**config.mk**
```make
export PLATFORM = sky130hd
export DESIGN_NAME = sip_div
export DESIGN_NICKNAME = d
export VERILOG_FILES = /design/src/sv/sip_pkg.sv /design/src/sv/sip_div.sv
export SDC_FILE = /design/constraint.sdc
export NUM_CORES = 2
export LEC_CHECK = 0
export BUFFER_PORTS_ARGS = -buffer_cell sky130_fd_sc_hd__buf_2
export CORE_ASPECT_RATIO = 0.5
export CORE_MARGIN = 10
export CORE_UTILIZATION = 30
export CTS_CLUSTER_SIZE = 30
export DETAILED_ROUTE_END_ITERATION = 8
export PLACE_DENSITY = 0.44
export SYNTH_ARGS = -nofsm -noshare
export SYNTH_HDL_FRONTEND = slang
export SYNTH_SLANG_ARGS = --single-unit
```
**constraint.sdc**
```tcl
create_clock -name clk_i -period 17.3 [get_ports clk_i]
set_input_delay 1.73 -clock clk_i [delete_from_list [all_inputs] [get_ports clk_i]]
set_output_delay 1.73 -clock clk_i [all_outputs]
set_load 0.005 [all_outputs]
```
**src/sv/sip_pkg.sv**
```systemverilog
// Shared types and widths for the segment intersection point pipeline.
// Depends on nothing; imported by every module of the block.
`timescale 1ns / 1ps
`default_nettype none

package sip_pkg;

  // Coordinate width and the widths that follow from it
  localparam int COORD_BITS = 12;
  localparam int DIFF_BITS  = COORD_BITS + 1;       // endpoint differences
  localparam int PROD_BITS  = 2 * DIFF_BITS;        // product of two differences
  localparam int RAT_BITS   = 2 * COORD_BITS + 3;   // denominator and numerators
  localparam int NUM_BITS   = 3 * COORD_BITS + 3;   // scaled point numerator
  localparam int WIDE_BITS  = RAT_BITS + DIFF_BITS; // full numerator * difference

  typedef logic signed [COORD_BITS-1:0] coord_t;
  typedef logic signed [DIFF_BITS-1:0]  diff_t;
  typedef logic signed [PROD_BITS-1:0]  prod_t;
  typedef logic signed [RAT_BITS-1:0]   rat_t;
  typedef logic signed [NUM_BITS-1:0]   num_t;
  typedef logic signed [WIDE_BITS-1:0]  wide_t;
  typedef logic        [NUM_BITS-1:0]   mag_t;
  typedef logic        [COORD_BITS-1:0] quot_t;

  // Input item
  typedef struct packed {
    coord_t a_start_x;
    coord_t a_start_y;
    coord_t a_end_x;
    coord_t a_end_y;
    coord_t b_start_x;
    coord_t b_start_y;
    coord_t b_end_x;
    coord_t b_end_y;
  } seg_pair_t;

  // Result item
  typedef struct packed {
    logic   found;
    coord_t cross_x;
    coord_t cross_y;
  } cross_pt_t;

  // Stage 1: differences
  typedef struct packed {
    coord_t ax;
    coord_t ay;
    diff_t  dax;
    diff_t  day;
    diff_t  dbx;
    diff_t  dby;
    diff_t  wx;
    diff_t  wy;
  } st_diff_t;

  // Stage 2: cross products
  typedef struct packed {
    coord_t ax;
    coord_t ay;
    diff_t  dax;
    diff_t  day;
    prod_t  den_p;
    prod_t  den_m;
    prod_t  tn_p;
    prod_t  tn_m;
    prod_t  sn_p;
    prod_t  sn_m;
  } st_prod_t;

  // Stage 3: raw denominator and numerators
  typedef struct packed {
    coord_t ax;
    coord_t ay;
    diff_t  dax;
    diff_t  day;
    rat_t   den;
    rat_t   tn;
    rat_t   sn;
  } st_rat_t;

  // Stage 4: sign-normalised, range checked
  typedef struct packed {
    logic   found;
    coord_t ax;
    coord_t ay;
    diff_t  dax;
    diff_t  day;
    rat_t   den;
    rat_t   tn;
  } st_norm_t;

  // Stage 5: numerator terms
  typedef struct packed {
    logic found;
    rat_t den;
    num_t ax_den;
    num_t ay_den;
    num_t tn_dax;
    num_t tn_day;
  } st_scale_t;

  // Stage 6: magnitudes and signs for division
  typedef struct packed {
    logic found;
    logic neg_x;
    logic neg_y;
    mag_t den;
    mag_t mag_x;
    mag_t mag_y;
  } st_abs_t;

  // Divider stages: partial remainders and quotients
  typedef struct packed {
    logic  found;
    logic  neg_x;
    logic  neg_y;
    mag_t  den;
    mag_t  rem_x;
    mag_t  rem_y;
    quot_t q_x;
    quot_t q_y;
  } st_div_t;

endpackage

`default_nettype wire

```
**src/sv/sip_div.sv**
```systemverilog
// Pipelined restoring divider: one quotient bit per stage for x and y,
// COORD_BITS stages, each a compare and subtract. Depends on sip_pkg.
`timescale 1ns / 1ps
`default_nettype none

module sip_div import sip_pkg::*; (
  input  wire        clk_i,
  input  wire        rst_ni,
  input  wire        valid_i,
  output logic       ready_o,
  input  st_abs_t    data_i,
  output logic       valid_o,
  input  wire        ready_i,
  output st_div_t    data_o
);

  localparam int NSTG    = COORD_BITS;
  localparam int QB_BITS = $clog2(NSTG);

  typedef logic [QB_BITS-1:0] qidx_t;

  logic    vld_q [NSTG];
  logic    rdy   [NSTG+1];
  st_div_t cur   [NSTG];
  st_div_t nxt   [NSTG];
  st_div_t stg_q [NSTG];

  // One restoring step on both coordinates at quotient bit b
  function automatic st_div_t div_step(st_div_t s, qidx_t b);
    st_div_t r;
    mag_t    trial;
    r     = s;
    trial = s.den << b;
    if (s.rem_x >= trial) begin
      r.rem_x  = s.rem_x - trial;
      r.q_x[b] = 1'b1;
    end
    if (s.rem_y >= trial) begin
      r.rem_y  = s.rem_y - trial;
      r.q_y[b] = 1'b1;
    end
    return r;
  endfunction

  // Entry into the first stage
  always_comb begin
    cur[0].found = data_i.found;
    cur[0].neg_x = data_i.neg_x;
    cur[0].neg_y = data_i.neg_y;
    cur[0].den   = data_i.den;
    cur[0].rem_x = data_i.mag_x;
    cur[0].rem_y = data_i.mag_y;
    cur[0].q_x   = '0;
    cur[0].q_y   = '0;
  end

  assign rdy[NSTG] = ready_i;
  assign ready_o   = rdy[0];

  for (genvar k = 0; k < NSTG; k++) begin : g_stage
    if (k > 0) begin : g_link
      assign cur[k] = stg_q[k-1];
    end

    assign rdy[k] = !vld_q[k] || rdy[k+1];
    assign nxt[k] = div_step(cur[k], qidx_t'(NSTG - 1 - k));

    always_ff @(posedge clk_i or negedge rst_ni) begin
      if (!rst_ni) begin
        vld_q[k] <= 1'b0;
      end else if (rdy[k]) begin
        vld_q[k] <= (k == 0) ? valid_i : vld_q[(k == 0) ? 0 : k-1];
      end
    end

    always_ff @(posedge clk_i) begin
      if (rdy[k]) begin
        stg_q[k] <= nxt[k];
      end
    end
  end

  assign valid_o = vld_q[NSTG-1];
  assign data_o  = stg_q[NSTG-1];

  // A found item's quotients always fit within COORD_BITS bits: each remainder ends below the denominator
  a_rem_below_den: assert property (@(posedge clk_i) disable iff (!rst_ni)
    (valid_o && data_o.found) |-> (data_o.rem_x < data_o.den) && (data_o.rem_y < data_o.den))
    else $error("divider remainder not below denominator");

endmodule

`default_nettype wire

```
# Word level (Yosys, flattened, before mapping)
# Memory sizes are Yosys's and may differ from the RTL's.
# Index checks and enable logic that the tools add are counted.
# word_totals
ff_bits,12
latch_bits,0
mem_bits_rw,1728
mem_bits_ro,0
out_inout_bits,146
word_cells,157
n_memories,1
# op_classes
add_sub_neg,24
mul,0
div,0
magnitude_cmp,24
eq_ne,0
shifts,0
muxes,72
bitwise,0
n_reduce_logical,24
# mem_list
memory,depth,width,rd,rd_clocked_by_memory_dff,write_ports,line_no,text
stg_q,12,144,12,0,12,sip_div.sv:26,st_div_t stg_q [NSTG];
# ops
operator,count
39-bit >= comparator,24
39-bit 2-to-1 mux,24
39-bit subtractor,24
1-bit 2-to-1 mux,48
1-bit zero test,12
1-bit logical OR,12

# Longest topological paths before layout
# depth
depth_word,15
ltp_mapped,17

# Worst setup path after synthesis
# No wires, ideal clock.
# synth_path
path_type,in2out
from,input port ready_i
to,output port ready_o
t_arrival_ps,16032
t_required_ps,15570
setup_slack_ps,-462
path_stages,8
path_cell_list,nor2b_1 -> nand2_1 -> nor2_1 -> nand3_1 -> nor2_1 -> nand3_1 -> inv_1 -> nand3_1
# synth_lines
item,line_no,text
from (decl),sip_div.sv:13,"input wire ready_i,"
to (decl),sip_div.sv:10,"output logic ready_o,"

==> impl_metrics.json <==
{
  "outcome": "finished, final reports clean",
  "slew_headroom_pct": 23.2,
  "area_growth_pct": 12.1,
  "antenna_found_initial": 3,
  "yosys_warnings": 0,
  "p_switching_mw": 10.3,
  "timing.setup.tns_ns": 0,
  "reg2reg_depth": 12,
  "synth_top_cell_by_area": "edfxtp_1",
  "synth-seq-cells": 1608,
  "reg2reg_to": "stg_q[0][58]$_DFFE_PP_",
  "nFillCells": 32800,
  "crit_fanout": 58,
  "met2_usage_pct": 22.3,
  "yosysMostFrequentCell": "edfxtp_1",
  "setup.worst_path.start": "ready_i",
  "drive_above_1_share_pct": 11.5,
  "grt_use_met1_pct": 22.3,
  "hold_buffers": 0,
  "grt_first_pass_wirelength_um": 410000,
  "p_comb_share_pct": 54.1,
  "first_pass_iters": 7,
  "place_inst": 13500,
  "fin_crit_ns": 7.90,
  "fin_crit_sh_pct": 45.7,
  "io_buffers": 269,
  "grt_pass1_vias": 66800,
  "numCtsBuffers": 169,
  "cts_tree": "done",
  "clockBufferDepth": 4,
  "busiest_layer": "met1",
  "cts.clk_slew.worst_paths_ns": 0.06,
  "gp_congestion": 0.917,
  "min_path_cells": 0,
  "required_ns": 15.57,
  "max_freq_ghz": 0.127,
  "path_class": "primary input to primary output",
  "max_slew.worst_pin.slew_ns": 1.14,
  "antenna_left": 0,
  "h-tree-depth": 4,
  "finClkSkew_ns": 0.0806,
  "yosysSeqAreaShare_pct": 48.8,
  "hold_class": "flop to flop",
  "synth_nets": 9940,
  "drc": 0,
  "r2r_setup_slack_ns": 11.63,
  "wire_per_inst_um": 20.0,
  "dp_hpwl_um": 221000,
  "synth.top_cell.area_share_pct": 48.5,
  "cts_sinks": 1608,
  "endpoint": "ready_o",
  "r2r_start": "valid_o$_DFFE_PN0P_",
  "drt_iter0_drc": 4581,
  "final-instance-count-excl-fill": 13700,
  "grt_start_max_net_pins": 86,
  "synthTopCellsByCount": "edfxtp_1, a21oi_1, ha_1",
  "startpoint_type": "primary input",
  "switching_share_pct": 41.8,
  "vias": 67000,
  "ir_worst_vdd_mv": 0.0880,
  "synth_area_per_cell_um2": 11.0,
  "synthTopCellsByArea": "edfxtp_1, ha_1, mux2_2, a21oi_1, xnor2_1",
  "syn-cell-area_um2": 98900,
  "grtUsageTotal_pct": 14.9,
  "clockRootBuffer": "clkbuf_16",
  "met3_usage_pct": 1.98,
  "cap_violations": 0,
  "wirelength_um": 276000,
  "rsz0062_at_grt": "false",
  "ios": 270,
  "slew_viol_final": 0,
  "fp.dieH_um": 426,
  "vias_per_cell": 4.88,
  "layout.nets": 10200,
  "setup_viol": 0,
  "leakage_nw": 45.3,
  "intPower_mw": 14.4,
  "arrival_ns": 6.17,
  "synth_cells": 8988,
  "synth_ff_type": "edfxtp_1",
  "clk_latency_ns": 0.86,
  "cellPowerDensity_nw_per_um2": 223,
  "fp.dieW_um": 832,
  "final_hold_viol_count": 0,
  "synth_edf_count": 1596,
  "async_reset_ff_share_pct": 0.746,
  "row_count": 148,
  "coreArea_um2": 327000,
  "postCtsSetupBuffers": 0,
  "p_clk_share_pct": 14.9,
  "yosysUniqueCellTypes": 91,
  "grt-ovfl-total": 0,
  "endpoint_kind": "primary output",
  "initial_core_util_pct": 30.3,
  "p_seq_share_pct": 31.0,
  "dieArea_um2": 354000,
  "cts_resized": 0
}
## per-stage QoR
stage               power [mW]  worst slack (ns)  instance area [um^2]  util [%]  hold slack, ns
floorplan                 17.2              1.15                 98900         -           0.400
global placement          21.0              9.28                105000      32.3           0.403
detailed placement        21.0              9.23                105000      32.3           0.405
CTS                       24.8              9.23                111000      33.9           0.391
global route              26.7              8.95                111000      33.9           0.389
finish                    24.7              9.40                111000      33.9           0.398
## flip-flops by register name (all words and copies together) (netlist names)
| name | flops |
|---|---|
| valid_o | 1 |
| stg_q | 1596 |
| vld_q | 11 |
## final cells by class
class                   count  area, um^2  area share (%)
flip-flops and latches   1608       48200            43.5
clock buffers             204        4400            3.97
multi-input cells        6515       47500            42.9
repair buffers            325        1770            1.59
clock inverters            86         972           0.877
inverters                 654        2470            2.23
diodes                      2        5.00         0.00452
well taps                4350        5440            4.91
## worst max-delay path, stage by stage
cell     delay [ns]
buf_2          0.09
nor2b_1        0.57
nand2_4        0.36
nor2_1         0.61
nand3_4        0.10
buf_4          0.38
nor2_1         0.61
nand3_4        0.70
inv_1          0.41
nand3_4        0.09
buf_4          0.25
buf_2          0.18
## logic make-up after synthesis
logic type      Yosys count  synth area share (%)
simple gates           2017                  9.83
flops                  1608                  48.8
buf+inv                 865                  3.38
xor+xnor                687                  6.09
mux                     472                  5.33
compound gates         2511                  15.9
fa+ha+maj               828                  10.7
## per-layer routing
metal,routed length (um),part of all wire (%)
met1,145000,52
met2,112000,41
met3,9920,3.6
met4,8770,3.2
met5,0,0
## how the worst min path moves through the flow
| stage | start | endpoint | slack [ns] |
|---|---|---|---|
| 4_1_cts | stg_q[0][298]$_DFFE_PP_ | stg_q[0][442]$_DFFE_PP_ | 0.39 |
| 3_3_place_gp | stg_q[2][429]$_DFFE_PP_ | stg_q[2][573]$_DFFE_PP_ | 0.40 |
| 5_1_grt | stg_q[0][298]$_DFFE_PP_ | stg_q[0][442]$_DFFE_PP_ | 0.39 |
| 3_5_place_dp | stg_q[0][281]$_DFFE_PP_ | stg_q[0][425]$_DFFE_PP_ | 0.40 |
| 6_report | stg_q[0][298]$_DFFE_PP_ | stg_q[0][442]$_DFFE_PP_ | 0.40 |
| 2_1_floorplan | stg_q[0][11]$_DFFE_PP_ | stg_q[0][155]$_DFFE_PP_ | 0.40 |
## power groups by stage
stage               combinational, mW  sequential [mW]  clock [mW]
floorplan                        10.1             7.13           0
global placement                 13.2             7.75           0
detailed placement               13.3             7.73           0
CTS                              13.4             7.66        3.82
global route                     14.9             7.82        3.98
finish                           13.4             7.65        3.68
## cells in the final DEF, fill, tap and decap left out, types with 22 or more instances in the layout
master        n
a211oi_1     59
a21boi_0     32
a21o_1      416
a21oi_1     837
a31oi_1      85
and2_1       29
and3_1       57
buf_2       269
buf_4        56
clkbuf_1     33
clkbuf_16   171
clkinv_1     26
clkinv_2     22
edfxtp_1   1596
fa_1         24
ha_1        804
inv_1       650
mux2_2      437
mux2i_1      35
nand2_1     521
nand2b_1    127
nand3_1     152
nand4_1     119
nor2_1      583
nor2b_1     122
nor3_1      102
nor4_1       44
o211ai_1     35
o21a_1      103
o21ai_0     526
o21bai_1     99
o31ai_1      45
or3_1        38
xnor2_1     427
xor2_1      260
Note: power is estimated with default switching activity, not from simulation.
