File: src/sv/sip_pkg.sv
// Shared types and widths for the segment intersection point pipeline.
// Depends on nothing; imported by every module of the block.
`timescale 1ns / 1ps
`default_nettype none

package sip_pkg;

  // Coordinate width and the widths that follow from it
  localparam int COORD_BITS = 12;
  localparam int DIFF_BITS  = COORD_BITS + 1;       // endpoint differences
  localparam int PROD_BITS  = 2 * DIFF_BITS;        // product of two differences
  localparam int RAT_BITS   = 2 * COORD_BITS + 3;   // denominator and numerators
  localparam int NUM_BITS   = 3 * COORD_BITS + 3;   // scaled point numerator
  localparam int WIDE_BITS  = RAT_BITS + DIFF_BITS; // full numerator * difference

  typedef logic signed [COORD_BITS-1:0] coord_t;
  typedef logic signed [DIFF_BITS-1:0]  diff_t;
  typedef logic signed [PROD_BITS-1:0]  prod_t;
  typedef logic signed [RAT_BITS-1:0]   rat_t;
  typedef logic signed [NUM_BITS-1:0]   num_t;
  typedef logic signed [WIDE_BITS-1:0]  wide_t;
  typedef logic        [NUM_BITS-1:0]   mag_t;
  typedef logic        [COORD_BITS-1:0] quot_t;

  // Input item
  typedef struct packed {
    coord_t a_start_x;
    coord_t a_start_y;
    coord_t a_end_x;
    coord_t a_end_y;
    coord_t b_start_x;
    coord_t b_start_y;
    coord_t b_end_x;
    coord_t b_end_y;
  } seg_pair_t;

  // Result item
  typedef struct packed {
    logic   found;
    coord_t cross_x;
    coord_t cross_y;
  } cross_pt_t;

  // Stage 1: differences
  typedef struct packed {
    coord_t ax;
    coord_t ay;
    diff_t  dax;
    diff_t  day;
    diff_t  dbx;
    diff_t  dby;
    diff_t  wx;
    diff_t  wy;
  } st_diff_t;

  // Stage 2: cross products
  typedef struct packed {
    coord_t ax;
    coord_t ay;
    diff_t  dax;
    diff_t  day;
    prod_t  den_p;
    prod_t  den_m;
    prod_t  tn_p;
    prod_t  tn_m;
    prod_t  sn_p;
    prod_t  sn_m;
  } st_prod_t;

  // Stage 3: raw denominator and numerators
  typedef struct packed {
    coord_t ax;
    coord_t ay;
    diff_t  dax;
    diff_t  day;
    rat_t   den;
    rat_t   tn;
    rat_t   sn;
  } st_rat_t;

  // Stage 4: sign-normalised, range checked
  typedef struct packed {
    logic   found;
    coord_t ax;
    coord_t ay;
    diff_t  dax;
    diff_t  day;
    rat_t   den;
    rat_t   tn;
  } st_norm_t;

  // Stage 5: numerator terms
  typedef struct packed {
    logic found;
    rat_t den;
    num_t ax_den;
    num_t ay_den;
    num_t tn_dax;
    num_t tn_day;
  } st_scale_t;

  // Stage 6: magnitudes and signs for division
  typedef struct packed {
    logic found;
    logic neg_x;
    logic neg_y;
    mag_t den;
    mag_t mag_x;
    mag_t mag_y;
  } st_abs_t;

  // Divider stages: partial remainders and quotients
  typedef struct packed {
    logic  found;
    logic  neg_x;
    logic  neg_y;
    mag_t  den;
    mag_t  rem_x;
    mag_t  rem_y;
    quot_t q_x;
    quot_t q_y;
  } st_div_t;

endpackage

`default_nettype wire

File: src/sv/sip_front.sv
// Front end: differences, cross products, denominator/numerators, range check.
// Four register stages with a per-stage ready chain. Depends on sip_pkg.
`timescale 1ns / 1ps
`default_nettype none

module sip_front import sip_pkg::*; (
  input  wire        clk_i,
  input  wire        rst_ni,
  input  wire        valid_i,
  output logic       ready_o,
  input  seg_pair_t  data_i,
  output logic       valid_o,
  input  wire        ready_i,
  output st_norm_t   data_o
);

  logic     v1_q, v2_q, v3_q, v4_q;
  logic     r1, r2, r3, r4;
  st_diff_t s1_d, s1_q;
  st_prod_t s2_d, s2_q;
  st_rat_t  s3_d, s3_q;
  st_norm_t s4_d, s4_q;

  // Stage holds when full and the next one cannot take
  assign r4 = !v4_q || ready_i;
  assign r3 = !v3_q || r4;
  assign r2 = !v2_q || r3;
  assign r1 = !v1_q || r2;
  assign ready_o = r1;

  // Stage 1: endpoint differences
  always_comb begin
    s1_d.ax  = data_i.a_start_x;
    s1_d.ay  = data_i.a_start_y;
    s1_d.dax = diff_t'(data_i.a_end_x) - diff_t'(data_i.a_start_x);
    s1_d.day = diff_t'(data_i.a_end_y) - diff_t'(data_i.a_start_y);
    s1_d.dbx = diff_t'(data_i.b_end_x) - diff_t'(data_i.b_start_x);
    s1_d.dby = diff_t'(data_i.b_end_y) - diff_t'(data_i.b_start_y);
    s1_d.wx  = diff_t'(data_i.a_start_x) - diff_t'(data_i.b_start_x);
    s1_d.wy  = diff_t'(data_i.a_start_y) - diff_t'(data_i.b_start_y);
  end

  // Stage 2: six narrow products
  always_comb begin
    s2_d.ax    = s1_q.ax;
    s2_d.ay    = s1_q.ay;
    s2_d.dax   = s1_q.dax;
    s2_d.day   = s1_q.day;
    s2_d.den_p = s1_q.dby * s1_q.dax;
    s2_d.den_m = s1_q.dbx * s1_q.day;
    s2_d.tn_p  = s1_q.dbx * s1_q.wy;
    s2_d.tn_m  = s1_q.dby * s1_q.wx;
    s2_d.sn_p  = s1_q.dax * s1_q.wy;
    s2_d.sn_m  = s1_q.day * s1_q.wx;
  end

  // Stage 3: denominator and numerators
  always_comb begin
    s3_d.ax  = s2_q.ax;
    s3_d.ay  = s2_q.ay;
    s3_d.dax = s2_q.dax;
    s3_d.day = s2_q.day;
    s3_d.den = rat_t'(s2_q.den_p) - rat_t'(s2_q.den_m);
    s3_d.tn  = rat_t'(s2_q.tn_p) - rat_t'(s2_q.tn_m);
    s3_d.sn  = rat_t'(s2_q.sn_p) - rat_t'(s2_q.sn_m);
  end

  // Stage 4: make the denominator positive, then check both parameters
  always_comb begin
    rat_t nden, ntn, nsn;
    logic in_range;
    nden = s3_q.den[RAT_BITS-1] ? -s3_q.den : s3_q.den;
    ntn  = s3_q.den[RAT_BITS-1] ? -s3_q.tn  : s3_q.tn;
    nsn  = s3_q.den[RAT_BITS-1] ? -s3_q.sn  : s3_q.sn;
    in_range = !ntn[RAT_BITS-1] && (ntn <= nden) && !nsn[RAT_BITS-1] && (nsn <= nden);
    s4_d.found = (nden != '0) && in_range && !((ntn == '0) && (nsn == '0));
    s4_d.ax  = s3_q.ax;
    s4_d.ay  = s3_q.ay;
    s4_d.dax = s3_q.dax;
    s4_d.day = s3_q.day;
    s4_d.den = nden;
    s4_d.tn  = ntn;
  end

  // Valid bits
  always_ff @(posedge clk_i or negedge rst_ni) begin
    if (!rst_ni) begin
      v1_q <= 1'b0;
      v2_q <= 1'b0;
      v3_q <= 1'b0;
      v4_q <= 1'b0;
    end else begin
      if (r1) v1_q <= valid_i;
      if (r2) v2_q <= v1_q;
      if (r3) v3_q <= v2_q;
      if (r4) v4_q <= v3_q;
    end
  end

  // Payload registers
  always_ff @(posedge clk_i) begin
    if (r1 && valid_i) s1_q <= s1_d;
    if (r2 && v1_q)    s2_q <= s2_d;
    if (r3 && v2_q)    s3_q <= s3_d;
    if (r4 && v3_q)    s4_q <= s4_d;
  end

  assign valid_o = v4_q;
  assign data_o  = s4_q;

endmodule

`default_nettype wire

File: config.mk
export PLATFORM = sky130hd
export DESIGN_NAME = sip_front
export DESIGN_NICKNAME = d
export VERILOG_FILES = /design/src/sv/sip_pkg.sv /design/src/sv/sip_front.sv
export SDC_FILE = /design/constraint.sdc
export NUM_CORES = 2
export LEC_CHECK = 0
export ABC_AREA = 1
export BUFFER_PORTS_ARGS = -buffer_cell sky130_fd_sc_hd__buf_2
export CAP_MARGIN = 20
export CORE_UTILIZATION = 34
export CTS_CLUSTER_DIAMETER = 40
export DETAILED_ROUTE_END_ITERATION = 16
export GPL_TIMING_DRIVEN = 0
export HOLD_SLACK_MARGIN = 0.12
export PLACE_DENSITY = 0.51
export SYNTH_ARGS = -nofsm -noshare
export SYNTH_HDL_FRONTEND = slang
export SYNTH_SLANG_ARGS = --single-unit
File: constraint.sdc
create_clock -name clk_i -period 17.9 [get_ports clk_i]
set_input_delay 0.895 -clock clk_i [delete_from_list [all_inputs] [get_ports clk_i]]
set_output_delay 0.895 -clock clk_i [all_outputs]
set_load 0.1 [all_outputs]
Word level (Yosys, flattened, before mapping)
Index checks and enable logic that the tools add are counted.

Flip-flop bits (word level): 548. Input port bits: 100. Output and inout port bits: 107.

$add $sub $neg: 12. Multipliers: 6. Magnitude comparators: 2. Mux-type cells: 3. Reduce and logical (&&, ||, !) cells: 24.

Operator list (count): 13-bit by 13-bit multiplier with 26-bit output (6); 27-bit two-way mux (3); 27-bit negation (3); 26-bit by 26-bit subtractor with 27-bit output (3); 12-bit by 12-bit subtractor with 13-bit output (6); 27-bit less-or-equal comparator (2); 27-bit logical NOT (2); 27-bit nonzero test (1); 1-bit logical AND (10); 1-bit logical NOT (7); 1-bit logical OR (4).

Longest topological paths before layout
Depth in word-level cells: 8. Depth in mapped cells: 26. Mapped depth without buffers: 24.

Least setup slack after synthesis
Ideal clock, no wire load.

Path type: input to register. Start: input ready_i. End: register s1_q[0] in the netlist's numbering (enable). Arrival: 5.538 ns. Data required time: 17.334 ns. Path slack: 11.796 ns. Cell stages on the path: 8. Buffers on the path: 0. Cell sequence: nor2_1 -> inv_1 -> nor2_1 -> inv_1 -> nor2_1 -> inv_1 -> nor2_1 -> nor2_1.

Longest elaborated chain between the ends: 5.

RTL lines: start, declared (line sip_front.sv:13) `input wire ready_i,`; 1-bit logical OR (line sip_front.sv:25) `assign r4 = !v4_q || ready_i;`; 1-bit logical OR (line sip_front.sv:26) `assign r3 = !v3_q || r4;`; 1-bit logical OR (line sip_front.sv:27) `assign r2 = !v2_q || r3;`; 1-bit logical OR (line sip_front.sv:28) `assign r1 = !v1_q || r2;`; 1-bit logical AND (line sip_front.sv:102) `if (r1 && valid_i) s1_q <= s1_d;`; end signal, assigned (line sip_front.sv:102); end, declared (line sip_front.sv:19) `st_diff_t s1_d, s1_q;`.

Every way passes these cells. A chain may end at the register's enable or synchronous reset.

==> flow_metrics.tcl <==
set metrics [dict create \
    vias 51200 \
    crit_fanout 10 \
    cts_sinks 548 \
    finalHoldViolCount 0 \
    synth_compound_gate_area_share_pct 5.19 \
    cap_viol_max_count 0 \
    multi_input_area_um2 43000 \
    slowest_delay_ns 0.88 \
    ios 207 \
    fin_setup_tns_ns 0 \
    finalNetCount 9564 \
    drtPass1Iterations 5 \
    start_util_pct 34.2 \
    port_buffers 206 \
    cp_top_family "adder cells" \
    syn_area_um2 67600 \
    synthesis.nets 9246 \
    fin_crit_sh_pct 42.9 \
    yosysMostFrequentCell "inv_1" \
    die_width_um 448 \
    reg2reg_setup_slack_ns 10.23 \
    coreArea_um2 197000 \
    finalSetupViolations 0 \
    clk_pin_slew_worst_paths_ns 0.06 \
    synth_fa_ha_area_share_pct 40.4 \
    cts_tree "built" \
    synth_top_family_by_area "adder cells" \
    row_count 163 \
    synthSimpleGateAreaFrac_pct 13.8 \
    path_cells "clkbuf_1 -> clkbuf_1 -> nand2_1 -> fa_1 -> fa_1 -> inv_1 -> fa_1 -> fa_1 -> fa_1 -> fa_1 -> ha_1 -> nand2_1 -> nor2_1 -> inv_1 -> o21ai_0 -> a31oi_1 -> o21bai_1 -> xor2_1" \
    post_synth.cell_area_avg_um2 8.95 \
    crit_slowest_cell "clkbuf_1" \
    wl_per_cell_um 21.7 \
    outcome "finished, final reports clean" \
    crit_required_ns 18.26 \
    setup.worst_path.start_class "flip-flop" \
    synth_flop_cell "edfxtp_1" \
    endpoint_kind "flip-flop" \
    drive_above_1_share_pct 6.00 \
    dp_hpwl_um 192000 \
    synth_edf_count 544 \
    gp_congestion 0.974 \
    tightest_slew_ns 1.31 \
    ys_seq_area_share_pct 24.3 \
    synth_xor_area_share_pct 4.21 \
    grt_max_degree 117 \
    root_buffer "clkbuf_16" \
    post_cts_buffers 0 \
    timing.hold.ws_ns 0.374 \
    die_h_um 448 \
    ys_warn_count 0 \
    critPathArrivalTime_ns 8.03 \
    hold_class "flip-flop to flip-flop" \
    ant_nets 0 \
    drc 0 \
    finalWirelength_um 230000 \
    seq_area_um2 16400 \
    via_per_inst 4.83 \
    yosysTopAreaCell "fa_1" \
    synth_common_cells "1916 x inv_1, 1626 x nand2_1, 981 x fa_1" \
    antenna_found_initial 12 \
    synthMuxAreaShare_pct 0 \
    crit_buf_inv 4 \
    ys_ff_latch 548 \
    yosysUniqueCellTypes 53 \
    grt_pass1_vias 53200 \
    grt-ovfl-total 0 \
    slew_viol_final 0 \
    nFillCells 20200 \
    skew_ns 0.0775 \
    h-tree-depth 3 \
    track_usage_pct 23.3 \
    syn_to_final_growth_pct 11.9 \
    path_class "flip-flop to flip-flop" \
    slew_headroom_pct 12.4 \
    die_area_um2 201000 \
    cts_max_path_buffers 3 \
    drtIter0Drc 3775 \
    synth_area_leaders "fa_1 29%, edfxtp_1 24%, ha_1 11%, inv_1 11%, nand2_1 9.0%" \
    ys_async_sr_fraction_pct 0.730 \
    netlist_instances 7554 \
    grt_first_pass_wirelength_um 341000 \
    clock.fmax_ghz 0.130 \
    synth_top_area_share_pct 29.1 \
    insertion_delay_ns 0.75 \
    fin_crit_ns 7.67 \
    rsz0062_at_grt "false" \
    cts_made_buffers 92 \
    cp_common_cell "fa_1" \
]
[registers in the layout (all words and copies together), names as in the netlist]
name	cells
v1_q	1
data_o	105
v2_q	1
s2_q	206
valid_o	1
v3_q	1
s3_q	131
s1_q	102
[through the flow]
step | util, % | area (um^2) | setup slack [ns] | instances
after global placement | 36.4 | 71900 | 8.51 | 10400
final | 38.3 | 75600 | 10.23 | 10600
after global routing | 38.3 | 75600 | 10.08 | 10600
after detailed placement | 36.6 | 72300 | 10.49 | 10400
after floorplan | - | 67600 | 11.80 | 7554
after CTS | 38.3 | 75600 | 10.40 | 10600
[final timing paths]
kind / start / to / cells after the start
worst max-delay path: s1_q[74] / s2_q[150] / 18
worst min register to register: s3_q[125] / data_o[98] / 0
worst min-delay path: s3_q[125] / data_o[98] / 0
worst max register to register: s1_q[74] / s2_q[150] / 18
min in group asynchronous: rst_ni / v1_q / 2
max in group asynchronous: rst_ni / v3_q / 2
[logic make-up (layout without fill, tap and decap cells)]
logic type      Yosys count  after routing
compound gates          614            614
buf+inv                2176           2574
other cells               0              3
fa+ha+maj              1592           1592
xor+xnor                325            325
simple gates           2299           2299
flops                   548            548
[repair_timing]
item                      4_1_cts  5_1_grt
hold buffers                    1        0
hold endpoints to repair        4        0
gates resized for setup         0        0
[area by class of cell]
type / instances / area share, %
multi-input cells: 4830 / 56.8
flip-flops and latches: 548 / 21.7
inverters: 1930 / 9.60
well taps: 2640 / 4.37
clock buffers: 101 / 3.09
repair buffers: 224 / 1.82
clock inverters: 73 / 1.29
plain buffers: 246 / 1.25
diodes: 3 / 0.00993
[per-layer routing]
metal | routed length, um | global-route usage (%) | share of wire, % | vias up
met5 | 19 | 0 | 0.0083 | -
met4 | 13000 | 11.8 | 5.7 | 4
met3 | 16900 | 4.34 | 7.4 | 408
met2 | 102000 | 36.9 | 44 | 1799
met1 | 97900 | 30.4 | 43 | 25400
li1 | - | - | - | 23600
[layout by cell type, fill, tap and decap left out, types with 18 or more instances in the layout]
master / instances
clkbuf_1: 242
nor3_1: 33
o21ai_1: 22
inv_1: 1914
fa_1: 981
xor2_1: 198
edfxtp_1: 544
xnor2_1: 127
a21o_1: 25
ha_1: 611
buf_2: 216
nor4_1: 23
a31oi_1: 22
nand4_1: 39
o21bai_1: 19
o21ai_0: 148
nand3b_1: 18
inv_6: 25
nand2_1: 1626
nand3_1: 176
nor2_1: 330
clkbuf_16: 92
a21oi_1: 288
Power is not shown: default switching activity piles up to over one toggle a cycle in this logic, so the estimate is an artifact.
