File: src/sv/sip_pkg.sv
// Shared types and widths for the segment intersection point pipeline.
// Depends on nothing; imported by every module of the block.
`timescale 1ns / 1ps
`default_nettype none

package sip_pkg;

  // Coordinate width and the widths that follow from it
  localparam int COORD_BITS = 12;
  localparam int DIFF_BITS  = COORD_BITS + 1;       // endpoint differences
  localparam int PROD_BITS  = 2 * DIFF_BITS;        // product of two differences
  localparam int RAT_BITS   = 2 * COORD_BITS + 3;   // denominator and numerators
  localparam int NUM_BITS   = 3 * COORD_BITS + 3;   // scaled point numerator
  localparam int WIDE_BITS  = RAT_BITS + DIFF_BITS; // full numerator * difference

  typedef logic signed [COORD_BITS-1:0] coord_t;
  typedef logic signed [DIFF_BITS-1:0]  diff_t;
  typedef logic signed [PROD_BITS-1:0]  prod_t;
  typedef logic signed [RAT_BITS-1:0]   rat_t;
  typedef logic signed [NUM_BITS-1:0]   num_t;
  typedef logic signed [WIDE_BITS-1:0]  wide_t;
  typedef logic        [NUM_BITS-1:0]   mag_t;
  typedef logic        [COORD_BITS-1:0] quot_t;

  // Input item
  typedef struct packed {
    coord_t a_start_x;
    coord_t a_start_y;
    coord_t a_end_x;
    coord_t a_end_y;
    coord_t b_start_x;
    coord_t b_start_y;
    coord_t b_end_x;
    coord_t b_end_y;
  } seg_pair_t;

  // Result item
  typedef struct packed {
    logic   found;
    coord_t cross_x;
    coord_t cross_y;
  } cross_pt_t;

  // Stage 1: differences
  typedef struct packed {
    coord_t ax;
    coord_t ay;
    diff_t  dax;
    diff_t  day;
    diff_t  dbx;
    diff_t  dby;
    diff_t  wx;
    diff_t  wy;
  } st_diff_t;

  // Stage 2: cross products
  typedef struct packed {
    coord_t ax;
    coord_t ay;
    diff_t  dax;
    diff_t  day;
    prod_t  den_p;
    prod_t  den_m;
    prod_t  tn_p;
    prod_t  tn_m;
    prod_t  sn_p;
    prod_t  sn_m;
  } st_prod_t;

  // Stage 3: raw denominator and numerators
  typedef struct packed {
    coord_t ax;
    coord_t ay;
    diff_t  dax;
    diff_t  day;
    rat_t   den;
    rat_t   tn;
    rat_t   sn;
  } st_rat_t;

  // Stage 4: sign-normalised, range checked
  typedef struct packed {
    logic   found;
    coord_t ax;
    coord_t ay;
    diff_t  dax;
    diff_t  day;
    rat_t   den;
    rat_t   tn;
  } st_norm_t;

  // Stage 5: numerator terms
  typedef struct packed {
    logic found;
    rat_t den;
    num_t ax_den;
    num_t ay_den;
    num_t tn_dax;
    num_t tn_day;
  } st_scale_t;

  // Stage 6: magnitudes and signs for division
  typedef struct packed {
    logic found;
    logic neg_x;
    logic neg_y;
    mag_t den;
    mag_t mag_x;
    mag_t mag_y;
  } st_abs_t;

  // Divider stages: partial remainders and quotients
  typedef struct packed {
    logic  found;
    logic  neg_x;
    logic  neg_y;
    mag_t  den;
    mag_t  rem_x;
    mag_t  rem_y;
    quot_t q_x;
    quot_t q_y;
  } st_div_t;

endpackage

`default_nettype wire

File: src/sv/sip_scale.sv
// Scaling: forms the point numerators a_start*den + tn*dA and splits sign
// from magnitude for the divider. Two register stages. Depends on sip_pkg.
`timescale 1ns / 1ps
`default_nettype none

module sip_scale import sip_pkg::*; (
  input  wire        clk_i,
  input  wire        rst_ni,
  input  wire        valid_i,
  output logic       ready_o,
  input  st_norm_t   data_i,
  output logic       valid_o,
  input  wire        ready_i,
  output st_abs_t    data_o
);

  logic      v5_q, v6_q;
  logic      r5, r6;
  st_scale_t s5_d, s5_q;
  st_abs_t   s6_d, s6_q;

  assign r6 = !v6_q || ready_i;
  assign r5 = !v5_q || r6;
  assign ready_o = r5;

  // Stage 5: four products; tn*dA is exact in its low bits for a found item
  always_comb begin
    wide_t tx, ty;
    tx = data_i.tn * data_i.dax;
    ty = data_i.tn * data_i.day;
    s5_d.found  = data_i.found;
    s5_d.den    = data_i.den;
    s5_d.ax_den = data_i.ax * data_i.den;
    s5_d.ay_den = data_i.ay * data_i.den;
    s5_d.tn_dax = tx[NUM_BITS-1:0];
    s5_d.tn_day = ty[NUM_BITS-1:0];
  end

  // Stage 6: sum, then sign and magnitude
  always_comb begin
    num_t nx, ny;
    nx = s5_q.ax_den + s5_q.tn_dax;
    ny = s5_q.ay_den + s5_q.tn_day;
    s6_d.found = s5_q.found;
    s6_d.neg_x = nx[NUM_BITS-1];
    s6_d.neg_y = ny[NUM_BITS-1];
    s6_d.den   = mag_t'(num_t'(s5_q.den));
    s6_d.mag_x = mag_t'(nx[NUM_BITS-1] ? -nx : nx);
    s6_d.mag_y = mag_t'(ny[NUM_BITS-1] ? -ny : ny);
  end

  always_ff @(posedge clk_i or negedge rst_ni) begin
    if (!rst_ni) begin
      v5_q <= 1'b0;
      v6_q <= 1'b0;
    end else begin
      if (r5) v5_q <= valid_i;
      if (r6) v6_q <= v5_q;
    end
  end

  always_ff @(posedge clk_i) begin
    if (r5 && valid_i) s5_q <= s5_d;
    if (r6 && v5_q)    s6_q <= s6_d;
  end

  assign valid_o = v6_q;
  assign data_o  = s6_q;

endmodule

`default_nettype wire

File: config.mk
export PLATFORM = sky130hd
export DESIGN_NAME = sip_scale
export DESIGN_NICKNAME = d
export VERILOG_FILES = /design/src/sv/sip_pkg.sv /design/src/sv/sip_scale.sv
export SDC_FILE = /design/constraint.sdc
export NUM_CORES = 2
export LEC_CHECK = 0
export ABC_AREA = 1
export BUFFER_PORTS_ARGS = -buffer_cell sky130_fd_sc_hd__buf_2
export CAP_MARGIN = 25
export CORE_MARGIN = 1
export CORE_UTILIZATION = 38
export CTS_CLUSTER_SIZE = 24
export DETAILED_ROUTE_END_ITERATION = 10
export PLACE_DENSITY_LB_ADDON = 0.2
export SLEW_MARGIN = 10
export SYNTH_ARGS = -nofsm -noshare
export SYNTH_HDL_FRONTEND = slang
export SYNTH_SLANG_ARGS = --single-unit
File: constraint.sdc
create_clock -name clk_i -period 8.71 [get_ports clk_i]
set_input_delay 0.871 -clock clk_i [delete_from_list [all_inputs] [get_ports clk_i]]
set_output_delay 0.871 -clock clk_i [all_outputs]
set_load 0.005 [all_outputs]
; After elaboration in Yosys (flattened, before gate mapping)
; Cells that the tools add are included.
[word_totals]
inputBits = 109
output_inout_bits = 122
ff_bits = 294
elab_cells = 32
[op_classes]
mul = 4
reduce_logical = 6
addsub = 4
n_mux = 2
[ops]
columns = op, count
row1 = $add A39 B39 Y39, 2
row2 = $mul A12 B27 Y39, 2
row3 = $mul A27 B13 Y39, 2
row4 = $neg A39 Y39, 2
row5 = $mux W38, 2
row6 = $logic_and A1 B1 Y1, 2
row7 = $logic_not A1 Y1, 2
row8 = $logic_or A1 B1 Y1, 2

; Logic depth before layout (Yosys ltp)
[depth]
depth_word = 4
depth_mapped = 29
mapped_depth_nobuf = 27

; Worst setup path before layout
; OpenSTA, ideal clock, no wires.
[synth_timing]
kind = input to register
from = in ready_i
to = reg s6_q (netlist bit data_o[0]) (enable)
stages = 2
slack_ps = 1982
arrival_time_ps = 6118
path_buffers = 0
required_ps = 8100
cell_sequence = inv_1 a21oi_1
[synth_via]
elab_chain_len = 2
[synth_lines]
columns = item, line_no
row1 = from (decl), sip_scale.sv:13  ; input wire ready_i,
row2 = $logic_or A1 B1 Y1, sip_scale.sv:22  ; assign r6 = !v6_q || ready_i;
row3 = $logic_and A1 B1 Y1, sip_scale.sv:64  ; if (r6 && v5_q) s6_q <= s6_d;
row4 = to (signal assigned), sip_scale.sv:64
row5 = to (decl), sip_scale.sv:20  ; st_abs_t s6_d, s6_q;
; No other way between the ends.
; A chain may end at the register's enable or synchronous reset.

==> impl_metrics.json <==
{
  "post-cts-setup-buffer-count": 0,
  "cp.required_ps": 9060,
  "design.die.area_um2": 169600,
  "number_of_antenna_violations_at_the_first_check_in_global_routing": 9,
  "clock_tree.htree_level_count": 2,
  "synth_cell_type_count": 55,
  "num_io_pins": 231,
  "area_occupied_by_multi_input_gates_um2": 46000,
  "timing.clock.skew_ps": 46.42,
  "grt_use_met1": 0.2965,
  "route.detailed.drc": 0,
  "length_in_cells_of_the_worst_reg_to_reg_path": 20,
  "hold_path.class": "reg -> reg",
  "yosys-top-cells-area": "sky130_fd_sc_hd__fa_1 38%, sky130_fd_sc_hd__edfxtp_1 14%, sky130_fd_sc_hd__nand2_1 13%, sky130_fd_sc_hd__inv_1 12%, sky130_fd_sc_hd__ha_1 8.3%",
  "syn-instance-count": 7986,
  "syn2layout_area_growth_pct": 6.513,
  "reg2reg_slack_ps": 4830,
  "r2r_end": "data_o[74]",
  "drv.max_cap_violation_count": 0,
  "dpl.hpwl_um": 147800,
  "timing.hold.worst_path_depth": 0,
  "setup_viol_count_final": 0,
  "fmaxAchievable_ghz": 0.1534,
  "report.final.hold_viol_count": 0,
  "gr_util_all_layers": 0.2204,
  "drive_gt1_frac": 0.05157,
  "worst_hold_launch": "s5_q[173]",
  "cts_tree": "yes",
  "clk_pin_slew_worst_paths_ps": 70,
  "critical_path_arrival_ps": 6870,
  "placement.io_buffers": 230,
  "yosys_warnings": 0,
  "synthesis.area_per_instance_um2": 7.991,
  "routabilityCongestion": 0.9269,
  "grt_start_max_net_pins": 76,
  "drtPass1Iterations": 6,
  "worstSkewPairLatency_ps": 620,
  "postSynthNetCount": 9721,
  "tritoncts.num_buffers": 37,
  "globalRouteMet3Util": 0.02360,
  "grt_pass1_vias": 52810,
  "report.final.slew_viol_count": 0,
  "worstPathMaxFanout": 27,
  "clock-sinks": 294,
  "grt_first_pass_wirelength_um": 291800,
  "startpoint_type": "primary input",
  "core_occupancy_in_the_finished_layout": 0.4069,
  "avg_wl_per_cell_um": 17.84,
  "cts_root_buf": "sky130_fd_sc_hd__clkbuf_16",
  "count_of_vias_placed_by_the_detailed_router": 49580,
  "die_h_um": 411.8,
  "hold_end": "data_o[95]",
  "final.setup.tns_ps": 0,
  "final.period_utilization": 0.7486,
  "post_cts.resized_instances": 0,
  "number_of_drc_markers_in_iteration_0": 2920,
  "finalNetCount": 9717,
  "share_of_synthesized_area_occupied_by_flip_flops_and_latches": 0.1382,
  "routing_layer_with_the_top_usage_in_global_route": "met2",
  "tightest_slew_ps": 1032,
  "drt-total-wl_um": 182200,
  "synth.top_cell.area_share": 0.3771,
  "leftover_overflow_at_the_end_of_global_routing": 0,
  "yosys.area.top_type": "sky130_fd_sc_hd__fa_1",
  "synth.ff_latch_count": 294,
  "clk_path_buf_depth": 3,
  "drt.antenna.violating_nets": 0,
  "grt_use_met2": 0.3735,
  "fill_cells": 17070,
  "stdcell_count": 10220,
  "end_kind": "flop",
  "postSynth.asyncResetShare": 0.006803,
  "chipWidth_um": 411.8,
  "cts_hold_buffers": 1,
  "netlist_area_um2": 63820,
  "grt_setup_unrepaired": "no",
  "worst_slew_margin_rel": 0.3115,
  "final.min_clock_period_ps": 6520,
  "initial_utilization": 0.3821,
  "layout.area.seq_um2": 8818,
  "dpl.cell_count": 10150,
  "most_instantiated_flip_flop_cell_in_the_synthesis_netlist": "sky130_fd_sc_hd__edfxtp_1",
  "floorplan.rows": 150,
  "coreArea_um2": 167000,
  "detail_route.vias_per_cell": 4.853,
  "synth-edff-count": 292,
  "reg2reg_from": "s5_q[39]",
  "status": "completed",
  "crit_type": "in -> reg"
}
flip-flops by register name, indices dropped and copies added (netlist names):
signal	cells
s5_q	184
v5_q	1
data_o	108
valid_o	1
worst max-delay path, cell delays in order:
cell and delay [ps]:
sky130_fd_sc_hd__buf_2 520, sky130_fd_sc_hd__nand2_1 290, sky130_fd_sc_hd__fa_1 610, sky130_fd_sc_hd__inv_1 80, sky130_fd_sc_hd__fa_1 790, sky130_fd_sc_hd__inv_1 110
sky130_fd_sc_hd__fa_1 500, sky130_fd_sc_hd__inv_1 50, sky130_fd_sc_hd__fa_1 550, sky130_fd_sc_hd__fa_1 410, sky130_fd_sc_hd__ha_1 280, sky130_fd_sc_hd__ha_1 370
sky130_fd_sc_hd__nand2_1 100, sky130_fd_sc_hd__nor2_1 100, sky130_fd_sc_hd__inv_1 60, sky130_fd_sc_hd__nor3_1 200, sky130_fd_sc_hd__nand3_1 90, sky130_fd_sc_hd__o21ai_0 370
sky130_fd_sc_hd__a21oi_1 160, sky130_fd_sc_hd__o21ai_0 210, sky130_fd_sc_hd__xor2_1 100
Yosys cell counts (13+ instances only):
cell type                     n
sky130_fd_sc_hd__nand2_2     27
sky130_fd_sc_hd__inv_1     2065
sky130_fd_sc_hd__buf_4       14
sky130_fd_sc_hd__ha_1       424
sky130_fd_sc_hd__a21oi_1    218
sky130_fd_sc_hd__xnor2_1     76
sky130_fd_sc_hd__nand4_1     53
sky130_fd_sc_hd__nor3_1      43
sky130_fd_sc_hd__nor2_1     387
sky130_fd_sc_hd__fa_1      1202
sky130_fd_sc_hd__o21ai_0    104
sky130_fd_sc_hd__nand3_1    184
sky130_fd_sc_hd__o21a_1      13
sky130_fd_sc_hd__o21bai_1    27
sky130_fd_sc_hd__nand2_1   2252
sky130_fd_sc_hd__nor2_2      21
sky130_fd_sc_hd__clkbuf_1   271
sky130_fd_sc_hd__edfxtp_1   292
sky130_fd_sc_hd__xor2_1     155
kinds of logic after synthesis:
logic type	count (synthesis)	synth area share
AOI/OAI and AO/OA	432	0.03780
xor gates and xnor gates	234	0.03247
adders and majority gates	1626	0.4602
buffers and inverters	2380	0.1413
DFF	294	0.1382
and+or+nand+nor	3020	0.1901
metrics by stage:
stage	worst slack, ps	instance area, um2	hold WS [ps]
6_report	2190	67970	411.6
5_1_grt	1719	67970	399.0
4_1_cts	2213	67950	398.8
3_5_place_dp	1570	66740	404.5
3_3_place_gp	1669	66740	400.6
2_1_floorplan	1982	63820	400.3
metal layers:
metal,share of wire,up-vias
met5,0.00014,-
met2,0.48,1271
met4,0.030,4
li1,-,23290
met1,0.44,24730
met3,0.047,288
cell usage in the layout (no fill, tap or decap), types with 13 or more instances in the layout:
cell type / count
sky130_fd_sc_hd__xnor2_1: 76
sky130_fd_sc_hd__nand3_1: 184
sky130_fd_sc_hd__a21oi_1: 217
sky130_fd_sc_hd__o21a_1: 13
sky130_fd_sc_hd__fa_1: 1202
sky130_fd_sc_hd__nand2_2: 27
sky130_fd_sc_hd__nand4_1: 53
sky130_fd_sc_hd__nor2_2: 21
sky130_fd_sc_hd__xor2_1: 155
sky130_fd_sc_hd__o21ai_0: 104
sky130_fd_sc_hd__inv_1: 2064
sky130_fd_sc_hd__nor3_1: 43
sky130_fd_sc_hd__buf_4: 25
sky130_fd_sc_hd__edfxtp_1: 292
sky130_fd_sc_hd__nand2_1: 2252
sky130_fd_sc_hd__clkbuf_16: 37
sky130_fd_sc_hd__o21bai_1: 27
sky130_fd_sc_hd__buf_2: 230
sky130_fd_sc_hd__nor2_1: 387
sky130_fd_sc_hd__ha_1: 424
area by class of cell:
class | instances | share of cell area
Timing Repair Buffer | 258 | 0.02036
Antenna cell | 4 | 0.0001473
Sequential cell | 294 | 0.1297
Inverter | 2079 | 0.1150
Clock buffer | 41 | 0.01384
Clock inverter | 25 | 0.003737
Multi-Input combinational cell | 5312 | 0.6767
Tap cell | 2204 | 0.04057
how the worst max path moves through the flow:
stage                from        end  slack [ps]
4_1_cts        data_i[26]   s5_q[38]        2210
3_3_place_gp   data_i[56]   s5_q[30]        1670
2_1_floorplan     ready_i  data_o[0]        1980
3_5_place_dp   data_i[55]   s5_q[38]        1570
5_1_grt        data_i[55]   s5_q[38]        1720
6_report       data_i[55]   s5_q[38]        2190
Power is left out: the tool's default activity adds up to more than one toggle a clock period on the data nets, which glitch-free logic cannot reach.
